--- config.mk ---
export PLATFORM = sky130hd
export DESIGN_NAME = xxtea_counter_random_bytes_unit
export DESIGN_NICKNAME = d
export VERILOG_FILES = /design/src/hdl/xctr_pkg.sv /design/src/hdl/xctr_datapath.sv /design/src/hdl/xctr_controller.sv /design/src/hdl/xxtea_counter_random_bytes_unit.sv
export SDC_FILE = /design/constraint.sdc
export NUM_CORES = 2
export LEC_CHECK = 0
export BUFFER_PORTS_ARGS = -buffer_cell sky130_fd_sc_hd__buf_2
export CORE_ASPECT_RATIO = 1.5
export CORE_MARGIN = 2
export CORE_UTILIZATION = 30
export CTS_BUF_LIST = sky130_fd_sc_hd__clkbuf_8
export DETAILED_ROUTE_END_ITERATION = 8
export PLACE_DENSITY_LB_ADDON = 0.05
export SYNTH_ARGS = -nofsm -noshare
export SYNTH_HDL_FRONTEND = slang
export SYNTH_HIERARCHICAL = 1
export SYNTH_SLANG_ARGS = --single-unit
--- constraint.sdc ---
create_clock -name clk -period 17.7 [get_ports clk]
set_input_delay 1.77 -clock clk [delete_from_list [all_inputs] [get_ports clk]]
set_output_delay 1.77 -clock clk [all_outputs]
set_load 0.01 [all_outputs]
--- src/hdl/xctr_pkg.sv ---
// Shared types and constants of the XXTEA counter random byte unit.
// No dependencies.
`default_nettype none

package xctr_pkg;

    localparam logic [31:0] XX_DELTA = 32'h9E37_79B9;
    localparam int          ADDR_W   = 6;

    // register indexes (address bits 5:3)
    localparam logic [2:0] REG_KEY_LOW     = 3'd0;
    localparam logic [2:0] REG_KEY_HIGH    = 3'd1;
    localparam logic [2:0] REG_WHITEN_LOW  = 3'd2;
    localparam logic [2:0] REG_WHITEN_HIGH = 3'd3;
    localparam logic [2:0] REG_START_LOW   = 3'd4;
    localparam logic [2:0] REG_START_HIGH  = 3'd5;

    typedef struct packed {
        logic       load_start;   // reseed: counter from start registers
        logic       refill_load;  // step counter, load cipher words
        logic       round_step;   // one word update of the cipher
        logic       finish;       // cipher words xor whitening into keystream
        logic       out_load;     // capture selected keystream byte
        logic [3:0] byte_sel;
    } cmd_t;

    typedef struct packed {
        logic round_done;         // current step is the last one
    } status_t;

endpackage

`default_nettype wire

--- src/hdl/xctr_datapath.sv ---
// Datapath: counter, XXTEA word-serial cipher, keystream block, output byte.
// Depends on xctr_pkg.
`default_nettype none

module xctr_datapath #(
    parameter int ROUNDS = 19
) (
    input  wire logic             clk,
    input  wire logic             rst_n,
    input  wire xctr_pkg::cmd_t   cmd,
    output xctr_pkg::status_t     status,
    input  wire logic [127:0]     key,
    input  wire logic [127:0]     whiten,
    input  wire logic [127:0]     start,
    output logic [7:0]            rand_byte
);

    localparam int RW = $clog2(ROUNDS);

    logic [31:0]   ctr_reg [4];
    logic [31:0]   wrk_reg [4];
    logic [31:0]   ks_reg  [4];
    logic [31:0]   sum_reg;
    logic [1:0]    qtr_reg;
    logic [RW-1:0] rnd_reg;
    logic [7:0]    byte_reg;

    logic [31:0] key_w [4];
    logic [31:0] ctr0_inc;
    logic [31:0] ctr1_step;
    logic [31:0] sum_cur;
    logic [1:0]  key_sel;
    logic [31:0] mix_a;
    logic [31:0] mix_b;
    logic [31:0] new_word;
    logic [31:0] ks_word;

    always_comb
    begin
        for (int i = 0; i < 4; i++)
        begin
            key_w[i] = key[32*i +: 32];
        end
    end

    // counter step: word 0 up, borrow into word 1 on wrap
    assign ctr0_inc  = ctr_reg[0] + 32'd1;
    assign ctr1_step = (ctr0_inc == 32'd0) ? (ctr_reg[1] - 32'd1) : ctr_reg[1];

    // word 0 of the rotating set is updated; y is the next word, z the latest one
    assign sum_cur  = (qtr_reg == 2'd0) ? (sum_reg + xctr_pkg::XX_DELTA) : sum_reg;
    assign key_sel  = qtr_reg ^ sum_cur[3:2];
    assign mix_a    = ((wrk_reg[3] >> 5) ^ (wrk_reg[1] << 2))
                    + ((wrk_reg[1] >> 3) ^ (wrk_reg[3] << 4));
    assign mix_b    = (sum_cur ^ wrk_reg[1]) + (key_w[key_sel] ^ wrk_reg[3]);
    assign new_word = wrk_reg[0] + (mix_a ^ mix_b);

    assign status.round_done = (rnd_reg == RW'(ROUNDS - 1)) && (qtr_reg == 2'd3);

    always_ff @(posedge clk or negedge rst_n)
    begin
        if (!rst_n)
        begin
            for (int i = 0; i < 4; i++)
            begin
                ctr_reg[i] <= 32'd0;
            end
        end
        else if (cmd.load_start)
        begin
            for (int i = 0; i < 4; i++)
            begin
                ctr_reg[i] <= start[32*i +: 32];
            end
        end
        else if (cmd.refill_load)
        begin
            ctr_reg[0] <= ctr0_inc;
            ctr_reg[1] <= ctr1_step;
        end
    end

    always_ff @(posedge clk or negedge rst_n)
    begin
        if (!rst_n)
        begin
            sum_reg <= 32'd0;
            qtr_reg <= 2'd0;
            rnd_reg <= '0;
        end
        else if (cmd.refill_load)
        begin
            sum_reg <= 32'd0;
            qtr_reg <= 2'd0;
            rnd_reg <= '0;
        end
        else if (cmd.round_step)
        begin
            sum_reg <= sum_cur;
            qtr_reg <= qtr_reg + 2'd1;
            if (qtr_reg == 2'd3)
            begin
                rnd_reg <= rnd_reg + RW'(1);
            end
        end
    end

    // after a whole number of rounds the rotation is back in word order
    always_ff @(posedge clk)
    begin
        if (cmd.refill_load)
        begin
            wrk_reg[0] <= ctr0_inc;
            wrk_reg[1] <= ctr1_step;
            wrk_reg[2] <= ctr_reg[2];
            wrk_reg[3] <= ctr_reg[3];
        end
        else if (cmd.round_step)
        begin
            wrk_reg[0] <= wrk_reg[1];
            wrk_reg[1] <= wrk_reg[2];
            wrk_reg[2] <= wrk_reg[3];
            wrk_reg[3] <= new_word;
        end
        if (cmd.finish)
        begin
            for (int i = 0; i < 4; i++)
            begin
                ks_reg[i] <= wrk_reg[i] ^ whiten[32*i +: 32];
            end
        end
        if (cmd.out_load)
        begin
            byte_reg <= ks_word[8*cmd.byte_sel[1:0] +: 8];
        end
    end

    assign ks_word   = ks_reg[cmd.byte_sel[3:2]];
    assign rand_byte = byte_reg;

endmodule

`default_nettype wire

--- src/hdl/xctr_controller.sv ---
// Controller: request handshake, byte index, refill sequencing, output valid.
// Depends on xctr_pkg.
`default_nettype none

module xctr_controller #(
    parameter int MAX_REQUEST = 8
) (
    input  wire logic               clk,
    input  wire logic               rst_n,
    input  wire logic               in_valid,
    output logic                    in_ready,
    input  wire logic               mode,
    input  wire logic [3:0]         byte_count,
    output logic                    out_valid,
    input  wire logic               out_ready,
    output logic                    last,
    output xctr_pkg::cmd_t          cmd,
    input  wire xctr_pkg::status_t  status
);

    localparam int REM_W = $clog2(MAX_REQUEST + 1);
    localparam int CMP_W = (REM_W > 4) ? REM_W : 4;

    typedef enum logic [3:0] {
        S_IDLE   = 4'b0001,
        S_EMIT   = 4'b0010,
        S_ROUND  = 4'b0100,
        S_FINISH = 4'b1000
    } state_t;

    state_t           state_reg, state_next;
    logic [4:0]       bidx_reg, bidx_next;
    logic [REM_W-1:0] rem_reg, rem_next;
    logic             out_valid_reg, out_valid_next;
    logic             last_reg, last_next;

    logic [CMP_W-1:0] cnt_ext;
    logic [REM_W-1:0] cnt_sat;

    assign cnt_ext = CMP_W'(byte_count);
    assign cnt_sat = (cnt_ext > CMP_W'(MAX_REQUEST)) ? REM_W'(MAX_REQUEST)
                                                     : REM_W'(cnt_ext);

    assign in_ready  = (state_reg == S_IDLE);
    assign out_valid = out_valid_reg;
    assign last      = last_reg;

    always_comb
    begin
        state_next     = state_reg;
        bidx_next      = bidx_reg;
        rem_next       = rem_reg;
        last_next      = last_reg;
        out_valid_next = out_valid_reg;
        cmd            = '0;

        if (out_valid_reg && out_ready)
        begin
            out_valid_next = 1'b0;
        end

        unique case (state_reg)
            S_IDLE:
            begin
                if (in_valid)
                begin
                    if (mode)
                    begin
                        cmd.load_start = 1'b1;
                        bidx_next      = 5'd16;
                    end
                    else if (byte_count != 4'd0)
                    begin
                        rem_next   = cnt_sat;
                        state_next = S_EMIT;
                    end
                end
            end
            S_EMIT:
            begin
                if (bidx_reg[4])
                begin
                    // block used up: step the counter and start the cipher
                    cmd.refill_load = 1'b1;
                    state_next      = S_ROUND;
                end
                else if (!out_valid_reg || out_ready)
                begin
                    cmd.out_load   = 1'b1;
                    cmd.byte_sel   = bidx_reg[3:0];
                    out_valid_next = 1'b1;
                    last_next      = (rem_reg == REM_W'(1));
                    bidx_next      = bidx_reg + 5'd1;
                    rem_next       = rem_reg - REM_W'(1);
                    if (rem_reg == REM_W'(1))
                    begin
                        state_next = S_IDLE;
                    end
                end
            end
            S_ROUND:
            begin
                cmd.round_step = 1'b1;
                if (status.round_done)
                begin
                    state_next = S_FINISH;
                end
            end
            S_FINISH:
            begin
                cmd.finish = 1'b1;
                bidx_next  = 5'd0;
                state_next = S_EMIT;
            end
            default:
            begin
                state_next = S_IDLE;
            end
        endcase
    end

    always_ff @(posedge clk or negedge rst_n)
    begin
        if (!rst_n)
        begin
            state_reg     <= S_IDLE;
            bidx_reg      <= 5'd16;
            rem_reg       <= '0;
            out_valid_reg <= 1'b0;
            last_reg      <= 1'b0;
        end
        else
        begin
            state_reg     <= state_next;
            bidx_reg      <= bidx_next;
            rem_reg       <= rem_next;
            out_valid_reg <= out_valid_next;
            last_reg      <= last_next;
        end
    end

endmodule

`default_nettype wire

--- src/hdl/xxtea_counter_random_bytes_unit.sv ---
// Top level of the XXTEA counter random byte unit: register port and glue.
// Depends on xctr_pkg, xctr_controller and xctr_datapath.
`default_nettype none

// Usage
//   Request channel (in_valid/in_ready, mode, byte_count): mode 0 asks for
//   byte_count bytes (saturated at MAX_REQUEST; zero gives nothing), mode 1
//   reloads the counter from the start registers and forces a refill.
//   Result channel (out_valid/out_ready, rand_byte, last): bytes come one
//   per item, last marks the final byte of a request.
//   Registers: six 64-bit registers at byte addresses 0, 8, .. 40 (key,
//   whitening, start counter, low halves first). Write only while idle.
// Timing
//   One request is handled at a time; in_ready is high only between
//   requests. A reseed or zero-count request leaves in_ready high.
//   Bytes from the current block come out back to back while the receiver is
//   ready. When the 16-byte block is used up, a refill runs first: the counter
//   is stepped and the cipher words loaded, then 4*ROUNDS word updates run, one
//   per cycle, then the words are whitened into the new keystream block.
// Reset and stall
//   Reset clears the counter and the registers and marks the block used up.
//   A stalled byte is held in the output register and the next byte waits
//   for it to be taken; a refill already started runs on during the stall.

module xxtea_counter_random_bytes_unit #(
    parameter int ROUNDS      = 19,
    parameter int MAX_REQUEST = 8
) (
    input  wire logic                        clk,
    input  wire logic                        rst_n,
    input  wire logic                        psel,
    input  wire logic                        penable,
    input  wire logic                        pwrite,
    input  wire logic [xctr_pkg::ADDR_W-1:0] paddr,
    input  wire logic [63:0]                 pwdata,
    output logic [63:0]                      prdata,
    output logic                             pready,
    input  wire logic                        in_valid,
    output logic                             in_ready,
    input  wire logic                        mode,
    input  wire logic [3:0]                  byte_count,
    output logic                             out_valid,
    input  wire logic                        out_ready,
    output logic [7:0]                       rand_byte,
    output logic                             last
);

    logic [63:0] key_low_reg, key_high_reg;
    logic [63:0] whiten_low_reg, whiten_high_reg;
    logic [63:0] start_low_reg, start_high_reg;

    logic [2:0] reg_idx;
    logic       cfg_wr;

    xctr_pkg::cmd_t    cmd;
    xctr_pkg::status_t status;

    // 64-bit registers on 8-byte steps; the low address bits select nothing
    assign reg_idx = paddr[5:3];
    assign cfg_wr  = psel && penable && pwrite;
    assign pready  = 1'b1;

    always_ff @(posedge clk or negedge rst_n)
    begin
        if (!rst_n)
        begin
            key_low_reg     <= 64'd0;
            key_high_reg    <= 64'd0;
            whiten_low_reg  <= 64'd0;
            whiten_high_reg <= 64'd0;
            start_low_reg   <= 64'd0;
            start_high_reg  <= 64'd0;
        end
        else if (cfg_wr)
        begin
            unique case (reg_idx)
                xctr_pkg::REG_KEY_LOW:     key_low_reg     <= pwdata;
                xctr_pkg::REG_KEY_HIGH:    key_high_reg    <= pwdata;
                xctr_pkg::REG_WHITEN_LOW:  whiten_low_reg  <= pwdata;
                xctr_pkg::REG_WHITEN_HIGH: whiten_high_reg <= pwdata;
                xctr_pkg::REG_START_LOW:   start_low_reg   <= pwdata;
                xctr_pkg::REG_START_HIGH:  start_high_reg  <= pwdata;
                default:
                begin
                end
            endcase
        end
    end

    always_comb
    begin
        unique case (reg_idx)
            xctr_pkg::REG_KEY_LOW:     prdata = key_low_reg;
            xctr_pkg::REG_KEY_HIGH:    prdata = key_high_reg;
            xctr_pkg::REG_WHITEN_LOW:  prdata = whiten_low_reg;
            xctr_pkg::REG_WHITEN_HIGH: prdata = whiten_high_reg;
            xctr_pkg::REG_START_LOW:   prdata = start_low_reg;
            xctr_pkg::REG_START_HIGH:  prdata = start_high_reg;
            default:                   prdata = 64'd0;
        endcase
    end

    xctr_controller #(
        .MAX_REQUEST (MAX_REQUEST)
    ) u_ctrl (
        .clk        (clk),
        .rst_n      (rst_n),
        .in_valid   (in_valid),
        .in_ready   (in_ready),
        .mode       (mode),
        .byte_count (byte_count),
        .out_valid  (out_valid),
        .out_ready  (out_ready),
        .last       (last),
        .cmd        (cmd),
        .status     (status)
    );

    xctr_datapath #(
        .ROUNDS (ROUNDS)
    ) u_dp (
        .clk       (clk),
        .rst_n     (rst_n),
        .cmd       (cmd),
        .status    (status),
        .key       ({key_high_reg, key_low_reg}),
        .whiten    ({whiten_high_reg, whiten_low_reg}),
        .start     ({start_high_reg, start_low_reg}),
        .rand_byte (rand_byte)
    );

endmodule

`default_nettype wire

### Yosys cells after proc, flatten, opt, wreduce, memory -nomap -nowiden

Memories as Yosys holds them, arrays and structs flattened.
Cells that the tools add are included.

| storage, ports and cells | value |
|---|---|
| register bits after elaboration | 574 |
| latch bits | 0 |
| bits in writable memories | 256 |
| memory bits (read-only) | 0 |
| input bits | 82 |
| word-level logic and storage cells | 159 |
| memories | 2 |

Memories:

| name | words | bits a word | read ports | clocked after memory_dff | write ports | RTL line | RTL |
|---|---|---|---|---|---|---|---|
| u_dp.ks_reg | 4 | 32 | 1 | 0 | 4 | xctr_datapath.sv:22 | `logic [31:0] ks_reg [4];` |
| u_dp.wrk_reg | 4 | 32 | 4 | 0 | 4 | xctr_datapath.sv:21 | `logic [31:0] wrk_reg [4];` |

| cells by class | value |
|---|---|
| add/subtract/negate cells | 10 |
| multipliers | 0 |
| div/mod/pow operators | 0 |
| $lt $le $gt $ge | 2 |
| equality and inequality tests | 21 |
| shift-type cells | 1 |
| muxes and demuxes | 60 |
| bitwise gates (word level) | 16 |
| reductions and logical operators | 27 |

Operators by type and width:

| cell | number |
|---|---|
| 64-bit case mux with 6 select lines | 1 |
| 32-bit two-way mux | 10 |
| 32-bit bitwise XOR | 7 |
| 64-bit two-way mux | 2 |
| 32-bit adder | 3 |
| 32-bit binary-select mux with 2-bit select | 1 |
| 4-bit two-way mux | 13 |
| 5-bit two-way mux | 10 |
| 32-bit by 1-bit adder with 32-bit output (second input constant) | 1 |
| 32-bit adder (second input constant) | 1 |
| 32-bit zero test | 1 |
| 32-bit by 6-bit variable part select with 8-bit output | 1 |
| 32-bit by 1-bit subtractor with 32-bit output (second input constant) | 1 |
| 27-bit by 32-bit bitwise XOR with 32-bit output | 1 |
| 29-bit by 32-bit bitwise XOR with 32-bit output | 1 |
| 1-bit two-way mux | 18 |
| 4-bit case mux with 4 select lines | 1 |
| 5-bit case mux with 3 select lines | 1 |
| 2-bit AND reduction | 7 |
| 6-bit AND reduction | 2 |
| 5-bit by 1-bit adder with 5-bit output (second input constant) | 2 |
| 4-bit by 1-bit == test with 1-bit output (second input constant) | 2 |
| 2-bit != test (second input constant) | 4 |
| 4-bit case mux with 2 select lines | 1 |
| other kinds (29) | 45 |

### Longest topological paths before layout

| depth | value |
|---|---|
| depth after elaboration | 12 |
| depth in mapped cells | 32 |

### Cells and area by module

The synthesis kept the hierarchy.

Modules (own cells, without submodules):

| module | times used | cells an instance | area each (sq um) | seq. area each (sq um) |
|---|---|---|---|---|
| xctr_datapath | 1 | 2603 | 27650.3 | 12106.6 |
| xxtea_counter_random_bytes_unit | 1 | 1219 | 17369.2 | 9609.2 |
| xctr_controller | 1 | 98 | 962.2 | 377.9 |

### Worst setup path before layout

Ideal clock, no wire load.

| path | value |
|---|---|
| path type | reg2reg |
| start point | register u_ctrl.state_reg[0] |
| end point | register u_ctrl.state_reg[1] |
| data arrival time | 14.699 ns |
| path slack | 2.866 ns |
| stages on the path, launching flop included | 4 |
| path buffers | 1 |
| clock period less this slack | 14.834 ns |
| cell sequence | dfstp_2 > buf_2 > nor4b_1 > or3_1 |

| between the ends | value |
|---|---|
| longest elaborated chain between the ends | 3 |
| elaborated cells between the ends (all ways) | 12 |
| classes of those cells | eq/ne: 10; mux: 1; reduce/logical: 1 |

Ends and longest elaborated chain:

| item | RTL line | RTL |
|---|---|---|
| start: declaration | xctr_controller.sv:31 | `state_t state_reg, state_next;` |
| start signal: assignment | xctr_controller.sv:134 | `state_reg <= state_next;` |
| 4-bit by 2-bit == test with 1-bit output, or another cell as far along | xctr_controller.sv:62 | `unique case (state_reg)` |
| 3-bit by 1-bit != test with 1-bit output (no line), or another cell as far along | n/a |  |
| 6-bit AND reduction (no line) | n/a |  |

Several ways; a longest one is shown, not always the timed one.
A chain may end at the register's enable or synchronous reset.

==> out/qor.csv <==
metric;value;unit
status;finished clean;
wirelength;177000;µm
cts_buffer_depth;3;
synth.area.mux_share;18.6;%
numCtsBuffers;153;
synth_fa_ha_area_share;3.10;%
hold_slack;498;ps
cts_tree;done;
post_cts_buffers;0;
ioPinCount;158;
rows;176;
place.port_buffers;153;
path_max_fanout;27;
syn_nets;4114;
cap_violations;0;
min_period;9250;ps
syn_area_per_cell;11.7;µm²
start_util;30.1;%
fin_cells;6213;
slowest_stage;xnor2_2;
cts_hold_buf;0;
drive_gt1_share;25.2;%
ir_drop;0.124;mV
pre_cts_ws;8400;ps
dp_cells;5921;
internal_power;5.12;mW
grt_first_pass_wirelength;253000;µm
ys.flop_type;dfrtp_1;
max_clock_freq;108;MHz
syn_area;46000;µm²
drt_pre_antenna_iters;5;
r2r_start;u_dp/qtr_reg[1];
antenna_found_initial;25;
ys_top_cells_by_count;dfrtp_1 (564), mux2_2 (495), nand2_1 (412);
syn_to_final_growth;12.5;%
vias;31600;
p_sw;3.84;mW
hold_violations;0;
grt_overflow;0;
clkLatencyLatePin;910;ps
combPwrFrac;51.0;%
rsz0062_at_grt;no;
htreeDepth;4;
pwr-share-clk;20.2;%
ant_nets;0;
worstSetupEndpointType;flip-flop;
synth_compound_area_share;7.93;%
die-area;156000;µm²
tightestPinTransition;1360;ps
critPathLaunch;u_dp/qtr_reg[1];
vias_per_cell;5.08;
crit_type;reg2reg;
hpwlAfterDp;125000;µm
hold_path_class;reg2reg;
synth_edf_count;264;
leakage;21.7;nW
p_seq_share;28.8;%
netlist_top_cells_area;dfrtp_1 (31%), edfxtp_1 (17%), mux2_2 (12%);
cp_slowest_stage_delay;880;ps
fin_area;51700;µm²
clkTransAtPathRegs;70;ps
grt_start_max_net_pins;147;
post_drt_wl_per_cell;28.6;µm
clkSinkCount;830;
yosys.area_share.simple;9.07;%
max_slew_margin;9.21;%
grt_pass1_vias;33000;
final_core_util;33.9;%
yosys_warnings;6;
synth_top_area_share;30.7;%
placed_cell_area;48800;µm²
p_total;8.97;mW
switching_share;42.9;%
ys_types;96;
yosys_register_bits;830;
final_max_slew_viol_count;0;
power_density;173;nW/µm²
drtIter0Drc;1851;
die_y;483;µm
synthXorXnorAreaFrac;10.6;%
drc_errors;0;
setup_violations;0;
nFillCells;15800;
hp-start;u_ctrl/last;
gp_congestion;0.869;
final_nets;4223;
clock-root-buffer;clkbuf_8;
fin_ws;8450;ps
synthArstFlopShare;68.2;%
syn_inst;3920;
die_x;324;µm
synthMostInstantiatedCell;dfrtp_1;
cts.repair.resized;0;
cp_common_cell;a21o_1;
coreArea;153000;µm²
seq_area_frac_synth;48.0;%
setup_tns;0;ps
track_usage;22.8;%
worstSetupStartpointType;flip-flop;
fin_worst_skew;45.5;ps
yosys.area.top_type;dfrtp_1;
cp_data_required_time;18340;ps
cp.arrival;9890;ps
min_period_over_period;52.3;%
synth_top_family_by_area;multiplexers;
-- layout make-up --
cell class	count	area, µm²	share of cell area (%)
multi-input combinational	2795	22800	44.0
sequential	830	22100	42.7
tap	2047	2560	4.95
clock buffer	169	2330	4.50
timing repair buffer	210	1250	2.42
clock inverter	117	582	1.12
inverter	39	146	0.283
antenna	6	15.0	0.0290
-- logic make-up after synthesis --
group | Yosys count
xor+xnor | 553
buf+inv | 295
fa+ha+maj | 112
mux | 698
flops | 830
compound gates | 572
simple gates | 859
other cells | 1
-- placed cells by master, fill, tap and decap left out, types with 109 or more instances in the layout --
cell type,instances
dfrtp_1,564
edfxtp_1,264
xor2_1,336
mux2_2,495
o21ai_0,174
clkbuf_8,169
a21oi_1,111
nor2_1,148
nand2_1,411
xnor2_1,214
ha_1,109
buf_2,150
inv_1,116
-- final timing paths --
check | end | slack (ps) | cells after the start
max | u_dp/wrk_reg[3][31] | 8450 | 32
min | u_ctrl/last | 500 | 1
max reg2reg | u_dp/wrk_reg[3][31] | 8450 | 32
min reg2reg | u_ctrl/last | 500 | 1
max in group asynchronous | start_high_reg[63] | 14660 | 3
min in group asynchronous | start_high_reg[42] | 860 | 1
-- critical path: cells and delay by family (launching register included) --
kind | cells | cell delay, ps
and+or+nand+nor | 3 | 380
AOI/OAI and AO/OA | 15 | 3360
muxes | 1 | 580
xor gates and xnor gates | 6 | 1910
buffers and inverters | 3 | 990
adders and majority gates | 4 | 1290
DFF | 1 | 400
-- layer usage --
layer	part of all wire [%]	global-route usage, %
met4	2.2	5.45
met3	4.5	3.81
met2	48	37.4
met5	0.063	0
met1	45	31.3
-- power groups by stage --
| stage | Combinational [mW] | Clock, mW | Sequential, mW |
|---|---|---|---|
| 2_1_floorplan | 3.24 | 0 | 2.49 |
| 3_3_place_gp | 4.55 | 0 | 2.62 |
| 3_5_place_dp | 4.53 | 0 | 2.62 |
| 4_1_cts | 4.57 | 1.89 | 2.59 |
| 5_1_grt | 5.00 | 1.97 | 2.63 |
| 6_report | 4.57 | 1.81 | 2.59 |
(Power assumes the default switching activity.)
